**config.mk**
```make
export PLATFORM = sky130hd
export DESIGN_NAME = serial_ordered_slot_queue
export DESIGN_NICKNAME = d
export VERILOG_FILES = /design/src/rtl/soq_pkg.sv /design/src/rtl/soq_cell.sv /design/src/rtl/soq_chain.sv /design/src/rtl/serial_ordered_slot_queue.sv
export SDC_FILE = /design/constraint.sdc
export NUM_CORES = 2
export LEC_CHECK = 0
export BUFFER_PORTS_ARGS = -buffer_cell sky130_fd_sc_hd__buf_2
export CAP_MARGIN = 20
export CORE_MARGIN = 1
export CORE_UTILIZATION = 30
export CTS_BUF_LIST = sky130_fd_sc_hd__clkbuf_2 sky130_fd_sc_hd__clkbuf_4 sky130_fd_sc_hd__clkbuf_8
export CTS_CLUSTER_DIAMETER = 50
export DETAILED_ROUTE_END_ITERATION = 8
export SYNTH_ARGS = -nofsm -noshare
export SYNTH_HDL_FRONTEND = slang
export SYNTH_SLANG_ARGS = --single-unit
```
**constraint.sdc**
```tcl
create_clock -name clk -period 9.1 [get_ports clk]
set_input_delay 0.91 -clock clk [delete_from_list [all_inputs] [get_ports clk]]
set_output_delay 0.91 -clock clk [all_outputs]
set_load 0.005 [all_outputs]
```
**src/rtl/soq_pkg.sv**
```systemverilog
// Package for the serial ordered slot queue: sizes, codes and the cell types.
// No dependencies.
package soq_pkg;

    localparam int SLOTS = 16;
    localparam int SW    = $clog2(SLOTS);
    localparam int CW    = $clog2(SLOTS + 1);

    typedef enum logic [1:0] {
        CMD_ALLOC = 2'd0,
        CMD_POP   = 2'd1,
        CMD_POPSR = 2'd2,
        CMD_FREE  = 2'd3
    } cmd_t;

    typedef enum logic [2:0] {
        ST_OK         = 3'd0,
        ST_NO_FREE    = 3'd1,
        ST_EMPTY      = 3'd2,
        ST_NOT_FOUND  = 3'd3,
        ST_NOT_POPPED = 3'd4
    } status_t;

    typedef enum logic [1:0] {
        PH_FREE   = 2'd0,
        PH_QUEUED = 2'd1,
        PH_POPPED = 2'd2
    } phase_t;

    typedef enum logic [2:0] {
        S_IDLE,
        S_WALK,
        S_SHIFT,
        S_DONE
    } state_t;

    // one list entry as held in a cell
    typedef struct packed {
        logic        vld;
        logic [SW-1:0] slot;
        logic [31:0] serial;
    } entry_t;

    // control from the sequencer to every cell
    typedef struct packed {
        logic        load;     // capture this cycle's shift input
        logic        ins_dir;  // 1: entries move towards tail (insert)
        logic [CW-1:0] pos;    // cell index where insert or removal happens
        entry_t      new_ent;
    } cell_ctl_t;

endpackage

```
**src/rtl/soq_cell.sv**
```systemverilog
// One cell of the ordered list; holds a single entry and passes it on.
// Depends on soq_pkg.
module soq_cell (
    input  logic               clk,
    input  logic               rst_n,
    input  logic [soq_pkg::CW-1:0] idx,
    input  soq_pkg::cell_ctl_t ctl,
    input  soq_pkg::entry_t    prev_ent,
    input  soq_pkg::entry_t    next_ent,
    output soq_pkg::entry_t    ent
);
    soq_pkg::entry_t ent_next;
    logic                    vld_reg;
    logic [soq_pkg::SW-1:0]  slot_reg;
    logic [31:0]             serial_reg;

    always_comb
    begin
        ent_next.vld = vld_reg;
        ent_next.slot = slot_reg;
        ent_next.serial = serial_reg;
        if (ctl.load)
        begin
            if (ctl.ins_dir)
            begin
                if (idx == ctl.pos)
                    ent_next = ctl.new_ent;
                else if (idx > ctl.pos)
                    ent_next = prev_ent;
            end
            else if (idx >= ctl.pos)
                ent_next = next_ent;
        end
    end

    always_ff @(posedge clk or negedge rst_n)
    begin
        if (!rst_n)
            vld_reg <= 1'b0;
        else
            vld_reg <= ent_next.vld;
    end

    always_ff @(posedge clk)
    begin
        slot_reg   <= ent_next.slot;
        serial_reg <= ent_next.serial;
    end

    assign ent.vld = vld_reg;
    assign ent.slot = slot_reg;
    assign ent.serial = serial_reg;
endmodule

```
**src/rtl/soq_chain.sv**
```systemverilog
// Row of SLOTS list cells; cell 0 is the head. Entries shift as one row.
// Depends on soq_pkg and soq_cell.
module soq_chain (
    input  logic               clk,
    input  logic               rst_n,
    input  soq_pkg::cell_ctl_t ctl,
    output soq_pkg::entry_t    ents [soq_pkg::SLOTS]
);
    soq_pkg::entry_t empty_ent;
    assign empty_ent = '0;

    for (genvar g = 0; g < soq_pkg::SLOTS; g++)
    begin : g_cell
        soq_cell u_cell (
            .clk      (clk),
            .rst_n    (rst_n),
            .idx      (soq_pkg::CW'(g)),
            .ctl      (ctl),
            .prev_ent ((g == 0) ? empty_ent : ents[(g == 0) ? 0 : g - 1]),
            .next_ent ((g == soq_pkg::SLOTS - 1) ? empty_ent
                       : ents[(g == soq_pkg::SLOTS - 1) ? g : g + 1]),
            .ent      (ents[g])
        );
    end
endmodule

```
**src/rtl/serial_ordered_slot_queue.sv**
```systemverilog
// Top level of the serial ordered slot queue: command sequencer, free stack
// and phase table. Depends on soq_pkg and soq_chain.
//
// One command at a time. Insert and pop-by-serial walk the list one cell per
// cycle through a single selected cell. Free and a command that fails at once
// (no free slot, empty list) go from the walk state straight to the done state;
// pop head, an insert and a pop-by-serial hit pass through the shift state, and
// a pop-by-serial miss ends its walk at the last entry and goes to the done state.
// The list update itself is a single parallel shift of the cell row. Results sit
// in an output register, so the next command is accepted the cycle after the
// result is loaded; the done state waits until the previous result has gone.
// No clearing pass is needed after reset.
module serial_ordered_slot_queue (
    input  logic        clk,
    input  logic        rst_n,
    input  logic        cfg_we,
    input  logic        cfg_wdata,
    input  logic        s_tvalid,
    output logic        s_tready,
    input  logic [39:0] s_tdata,   // cmd[1:0], serial[33:2], slot_in[37:34], zero
    output logic        m_tvalid,
    input  logic        m_tready,
    output logic [55:0] m_tdata    // ok[0], status[3:1], slot_out[7:4], serial_out[39:8],
                                   // queued_count[44:40], free_count[49:45], zero
);
    localparam int SW = soq_pkg::SW;
    localparam int CW = soq_pkg::CW;

    logic order_reg;
    always_ff @(posedge clk or negedge rst_n)
    begin
        if (!rst_n)
            order_reg <= 1'b1;
        else if (cfg_we)
            order_reg <= cfg_wdata;
    end

    soq_pkg::state_t state_reg, state_next;
    soq_pkg::cmd_t   cmd_reg, cmd_next;
    logic [31:0]     ser_reg, ser_next;
    logic [SW-1:0]   sin_reg, sin_next;
    logic [CW-1:0]   pos_reg, pos_next;
    logic [CW-1:0]   len_reg, len_next;
    logic [CW-1:0]   fdep_reg, fdep_next;
    logic [SW-1:0]   fstk_reg [soq_pkg::SLOTS];
    logic [1:0]      phase_reg [soq_pkg::SLOTS];
    logic            fpush, ph_we;
    logic [SW-1:0]   ph_idx;
    soq_pkg::phase_t ph_val;
    logic [SW-1:0]   alloc_slot_reg, alloc_slot_next;

    // result fields and output register
    soq_pkg::status_t st_reg, st_next;
    logic [SW-1:0]   so_reg, so_next;
    logic [31:0]     sero_reg, sero_next;
    logic [55:0]     out_reg, out_next;
    logic            mv_reg, mv_next;

    soq_pkg::cell_ctl_t ctl;
    soq_pkg::entry_t    ents [soq_pkg::SLOTS];
    soq_pkg::entry_t    cur;

    soq_chain u_chain (.clk(clk), .rst_n(rst_n), .ctl(ctl), .ents(ents));

    assign cur = ents[pos_reg[SW-1:0]];

    logic stop_ins;
    always_comb
    begin
        stop_ins = order_reg ? (cur.serial >= ser_reg) : (cur.serial <= ser_reg);
    end

    assign s_tready = (state_reg == soq_pkg::S_IDLE);

    always_comb
    begin
        state_next = state_reg;
        cmd_next = cmd_reg;
        ser_next = ser_reg;
        sin_next = sin_reg;
        pos_next = pos_reg;
        len_next = len_reg;
        fdep_next = fdep_reg;
        alloc_slot_next = alloc_slot_reg;
        st_next = st_reg;
        so_next = so_reg;
        sero_next = sero_reg;
        out_next = out_reg;
        mv_next = mv_reg;
        fpush = 1'b0;
        ph_we = 1'b0;
        ph_idx = '0;
        ph_val = soq_pkg::PH_FREE;
        ctl = '0;
        ctl.pos = pos_reg;
        ctl.new_ent.vld = 1'b1;
        ctl.new_ent.slot = alloc_slot_reg;
        ctl.new_ent.serial = ser_reg;

        if (mv_reg && m_tready)
            mv_next = 1'b0;

        case (state_reg)
            soq_pkg::S_IDLE:
            begin
                if (s_tvalid && s_tready)
                begin
                    cmd_next = soq_pkg::cmd_t'(s_tdata[1:0]);
                    ser_next = s_tdata[33:2];
                    sin_next = s_tdata[37:34];
                    pos_next = '0;
                    state_next = soq_pkg::S_WALK;
                end
            end
            soq_pkg::S_WALK:
            begin
                state_next = soq_pkg::S_DONE;
                case (cmd_reg)
                    soq_pkg::CMD_ALLOC:
                    begin
                        if (fdep_reg == '0)
                            st_next = soq_pkg::ST_NO_FREE;
                        else
                        begin
                            alloc_slot_next = fstk_reg[SW'(fdep_reg - CW'(1))];
                            if (pos_reg < len_reg && !stop_ins)
                            begin
                                pos_next = pos_reg + CW'(1);
                                state_next = soq_pkg::S_WALK;
                            end
                            else
                                state_next = soq_pkg::S_SHIFT;
                        end
                    end
                    soq_pkg::CMD_POP,
                    soq_pkg::CMD_POPSR:
                    begin
                        if (len_reg == '0)
                            st_next = soq_pkg::ST_EMPTY;
                        else if (cmd_reg == soq_pkg::CMD_POP
                                 || cur.serial == ser_reg)
                        begin
                            so_next = cur.slot;
                            sero_next = cur.serial;
                            state_next = soq_pkg::S_SHIFT;
                        end
                        else if (pos_reg + CW'(1) < len_reg)
                        begin
                            pos_next = pos_reg + CW'(1);
                            state_next = soq_pkg::S_WALK;
                        end
                        else
                            st_next = soq_pkg::ST_NOT_FOUND;
                    end
                    default:
                    begin
                        if (phase_reg[sin_reg] != soq_pkg::PH_POPPED
                            || fdep_reg >= CW'(soq_pkg::SLOTS))
                            st_next = soq_pkg::ST_NOT_POPPED;
                        else
                        begin
                            fpush = 1'b1;
                            fdep_next = fdep_reg + CW'(1);
                            ph_we = 1'b1;
                            ph_idx = sin_reg;
                            ph_val = soq_pkg::PH_FREE;
                            st_next = soq_pkg::ST_OK;
                        end
                    end
                endcase
                if (state_next == soq_pkg::S_DONE)
                begin
                    so_next = '0;
                    sero_next = '0;
                end
            end
            soq_pkg::S_SHIFT:
            begin
                ctl.load = 1'b1;
                st_next = soq_pkg::ST_OK;
                ph_we = 1'b1;
                if (cmd_reg == soq_pkg::CMD_ALLOC)
                begin
                    ctl.ins_dir = 1'b1;
                    len_next = len_reg + CW'(1);
                    fdep_next = fdep_reg - CW'(1);
                    ph_idx = alloc_slot_reg;
                    ph_val = soq_pkg::PH_QUEUED;
                    so_next = alloc_slot_reg;
                    sero_next = ser_reg;
                end
                else
                begin
                    len_next = len_reg - CW'(1);
                    ph_idx = so_reg;
                    ph_val = soq_pkg::PH_POPPED;
                end
                state_next = soq_pkg::S_DONE;
            end
            soq_pkg::S_DONE:
            begin
                // load the output register once the previous result has gone
                if (!mv_reg || m_tready)
                begin
                    out_next = {6'b0, fdep_reg, len_reg, sero_reg, so_reg, st_reg,
                                (st_reg == soq_pkg::ST_OK)};
                    mv_next = 1'b1;
                    state_next = soq_pkg::S_IDLE;
                end
            end
            default: state_next = soq_pkg::S_IDLE;
        endcase
    end

    always_ff @(posedge clk or negedge rst_n)
    begin
        if (!rst_n)
        begin
            state_reg <= soq_pkg::S_IDLE;
            len_reg <= '0;
            fdep_reg <= CW'(soq_pkg::SLOTS);
            mv_reg <= 1'b0;
            for (int i = 0; i < soq_pkg::SLOTS; i++)
            begin
                fstk_reg[i] <= SW'(soq_pkg::SLOTS - 1 - i);
                phase_reg[i] <= soq_pkg::PH_FREE;
            end
        end
        else
        begin
            state_reg <= state_next;
            len_reg <= len_next;
            fdep_reg <= fdep_next;
            mv_reg <= mv_next;
            if (fpush)
                fstk_reg[fdep_reg[SW-1:0]] <= sin_reg;
            if (ph_we)
                phase_reg[ph_idx] <= ph_val;
        end
    end

    always_ff @(posedge clk)
    begin
        cmd_reg <= cmd_next;
        ser_reg <= ser_next;
        sin_reg <= sin_next;
        pos_reg <= pos_next;
        alloc_slot_reg <= alloc_slot_next;
        st_reg <= st_next;
        so_reg <= so_next;
        sero_reg <= sero_next;
        out_reg <= out_next;
    end

    assign m_tvalid = mv_reg;
    assign m_tdata = out_reg;

    property p_len_bound;
        @(posedge clk) disable iff (!rst_n) len_reg + fdep_reg <= CW'(soq_pkg::SLOTS);
    endproperty
    a_len_bound: assert property (p_len_bound) else $error("slot count exceeded");

    a_ready_idle: assert property (@(posedge clk) disable iff (!rst_n)
        s_tready |-> state_reg == soq_pkg::S_IDLE)
        else $error("ready outside idle");

    a_out_hold: assert property (@(posedge clk) disable iff (!rst_n)
        m_tvalid && !m_tready |=> $stable(out_reg) && m_tvalid)
        else $error("result changed while stalled");
endmodule

```
==> PnR_summary.wiki <==
{| class="wikitable"
! Metric !! Value
|-
| Outcome || finished, final reports clean
|-
| Num Clock Sinks || 822
|-
| Initial cell density of the core || 30.3%
|-
| Most frequently used flop master after synthesis || edfxtp_1
|-
| Pwr Total || 15500 µW
|-
| Number of cells traversed by the worst register-to-register path || 14
|-
| Warnings from Yosys || 0
|-
| Sequential element share of the synthesized area || 54.0%
|-
| Xor/xnor cell area share of the yosys netlist || 0.293%
|-
| Number of buffers added for setup after CTS || 0
|-
| Series of cell instances along the critical path || buf_12 > mux4_2 > mux4_2 > ha_1 > and3_1 > nor2b_1 > a221o_1 > a311oi_1 > nand3_1 > and4_2 > buf_4 > o2111a_1 > nor3_2 > buf_4
|-
| Portion of netlist area occupied by mux cells || between 10% and 20%
|-
| Max Slew Vio Count || 0
|-
| Average cell area after synthesis || 11.6 µm²
|-
| Share of synthesized cell area in full adder, half adder and majority cells || between 1.5 and 2%
|-
| Total global routing track utilization || a little under a fifth
|-
| Synth area leader || edfxtp_1
|-
| Number of optimization iterations in the first detailed-route pass || 9
|-
| Clock buffer depth || 3
|-
| Slack of the critical path || 2390 ps
|-
| Stage delay of the slowest cell on the critical path || between 700 and 800 ps
|-
| Number of nets still failing antenna checks after routing || 0
|-
| Final routed wire length divided by cell count || 23.9 µm
|-
| Hold Vio Cnt, Final || 0
|-
| Tcrit/Tclk final || 73.8%
|-
| Antenna violations before repair || 5
|-
| Top library cells by usage in the layout, fill and taps aside || 712 x edfxtp_1, 681 x nand2_1, 546 x o21ai_0, 356 x mux2i_1, 218 x a21oi_1
|-
| Largest cells by area after synthesis || edfxtp_1 48%, mux4_2 10%, mux2i_1 8.0%, o21ai_0 6.1%, nand2_1 5.7%
|-
| Die Footprint || 0.151 mm²
|-
| Number of setup violations in the final report || 0
|-
| Clock latency of the later-clocked register in the worst-skew pair || 870 ps
|-
| Quantity of gates resized following cts || 0
|-
| Area of the core || between 0.1 and 0.15 mm²
|-
| Total standard cell area after synthesis || between 0.04 and 0.05 mm²
|-
| TritonCTS clock tree || yes
|-
| Startpoint type of the worst setup path || flip-flop
|-
| Clock buffer count from CTS || 151
|-
| Total global routing overflow || 0
|-
| Number of enable-type register cells in the synthesized netlist || 712
|-
| Simple logic cell fraction of the synthesized area || 9.83%
|-
| Tightest Pin Transition || around 1100 ps
|-
| Peak VDD IR || 0.331 mV
|-
| Largest net degree at the start of global routing || 271
|-
| Hold Path Cell Cnt || 1
|-
| Leakage || 0.0181 µW
|-
| Launch point of the worst reg-to-reg path || pos_reg[1]
|-
| Capturing element type of the critical path || flip-flop
|-
| Final clock skew || about 55 ps
|-
| Chip Width || 388 µm
|-
| Critical hold path startpoint || s_tdata[25]
|-
| Classification of the worst-slack hold path || in2reg
|-
| Total of flip-flops plus latches after synthesis || 822
|-
| Max-cap viol count || 0
|-
| Most common cell after layout, fill and taps aside || edfxtp_1
|-
| Async S/R FF share, synth || 13.4%
|-
| Fin crit period || 6710 ps
|-
| First-pass GRT wire length || 207000 µm
|-
| Clock root cell || clkbuf_8
|-
| P&R area growth vs syn || 12.2%
|-
| Cell variety after synth || 63
|-
| CTS H-tree lvls || 4
|-
| Total Neg Setup Slack || 0 ps
|-
| PD cells || a little over 300 mW/mm²
|-
| Critical setup path kind || reg2reg
|-
| Launching instance or port of the critical path || pos_reg[1]
|-
| Setup slack after placement || 2560 ps
|-
| Critical path arrival || 7170 ps
|-
| Required time of the critical path || 9550 ps
|-
| Dominant combinational cell family by area after synthesis || multiplexers
|-
| DRC violation count after routing || 0
|-
| Chip height || between 300 and 400 µm
|-
| Highest-delay cell along the critical path || a311oi_1
|-
| Proportion of layout cells with a drive suffix above 1 || 18.9%
|-
| Number of cells on the critical path || 14
|-
| Setup repair after global routing missed its margin || no
|-
| Worst-case headroom to the max-slew limit || a little under a quarter
|-
| Initial DRC count || 3697
|-
| Combined buffer and inverter count along the critical path || 3
|-
| Clock transition at path regs || approximately 60 ps
|-
| DP HPWL || just under 80000 µm
|-
| Buffers added on ports || 95
|-
| Total wirelength of the detailed-routed design || 141000 µm
|-
| Via count of the routed design || 32200
|-
| Share of Yosys cell area claimed by the top area cell type || 47.7%
|-
| Compound-gate portion of the synthesized area || 10.8%
|-
| Vias per Instance || 5.46
|-
| Top-level port count || 104
|-
| Routability Congestion || just over 0.8
|-
| Net count of the finished layout || between 3000 and 4000
|-
| Kind of cell adding the most delay to the critical path || compound AO/OA/AOI/OAI gates
|-
| Maximum fanout along the worst path || 114
|-
| Maximum clock frequency || approximately 150 MHz
|-
| Vias in the first global route || 31000
|-
| Site Rows || 141
|-
| Largest register FFs || 512
|-
| Post-Synthesis Cells || slightly below 4000
|-
| Hold buffer count at cts || 1
|}
-- layout make-up --
type	count	area, µm²
clock buffers	220	2660
repair buffers	161	1070
diodes	3	7.51
multi-input cells	2662	19400
flip-flops and latches	822	24200
clock inverters	46	299
fillers	14600	97800
well taps	1930	2410
inverters	56	211
-- kinds of logic after synthesis --
logic type      after synthesis
xor+xnor                     15
mux                         635
compound gates              885
buf+inv                     398
fa+ha+maj                    59
simple gates               1062
other cells                   1
flops                       822
-- per-layer routing --
| layer | vias to the layer above | global-route usage, % | wire, µm |
|---|---|---|---|
| met4 | 4 | 7.68 | 5420 |
| met1 | 16100 | 24.3 | 58200 |
| met5 | - | 0 | 27 |
| li1 | 14400 | - | - |
| met3 | 324 | 2.90 | 10600 |
| met2 | 1453 | 29.7 | 66700 |
-- synthesized netlist by cell type (all sizes together), types with 2 or more instances --
cell / count
edfxtp: 712
nand2: 682
o21ai: 546
mux2i: 356
clkbuf: 278
a21oi: 221
mux4: 199
nor2: 191
nand3: 89
mux2: 80
dfrtp: 76
buf: 64
ha: 58
inv: 56
a22o: 39
o2111ai: 36
dfstp: 34
nand2b: 18
nor2b: 14
nor3: 12
and2: 11
a21o: 10
nand4: 9
xnor2: 9
and3: 8
a31oi: 7
nand4b: 7
xor2: 6
and4: 4
nor3b: 4
or3: 4
a21boi: 3
a311oi: 3
nand3b: 3
o41ai: 3
a221o: 2
nor4: 2
o21bai: 2
o22ai: 2
o31ai: 2
-- worst reg2reg max path, cell delays in order, from the launching register on --
cell and delay, ps:
edfxtp_1 390, buf_12 650, mux4_2 720, mux4_2 560
ha_1 340, and3_1 230, nor2b_1 140, a221o_1 410
a311oi_1 780, nand3_1 300, and4_2 300, buf_4 340
o2111a_1 370, nor3_2 170, buf_4 530
-- path summary, 6_finish.rpt --
path / endpoint / slack [ps]
min in group asynchronous: fdep_reg[3] / 590
max reg2reg: sero_reg[20] / 2390
max in group asynchronous: fstk_reg[7] / 7130
min reg2reg: m_tdata[18] / 410
max: sero_reg[20] / 2390
min: ser_reg[23] / 220
-- stage by stage --
stage	cell area (µm²)	hold slack, ps	utilization [%]	instances
floorplan	44800	400	-	3882
global placement	47200	403	31.9	5629
detailed placement	47200	405	31.9	5629
CTS	50200	134	33.9	5896
global route	50200	174	33.9	5900
finish	50200	219	33.9	5900
-- report_power, final --
| part | internal (µW) | switching [µW] |
|---|---|---|
| combinational | 2250 | 3890 |
| clock | 1930 | 1660 |
| sequential | 5170 | 575 |
| total | 9340 | 6120 |
Power figures use the tool's default switching activity.
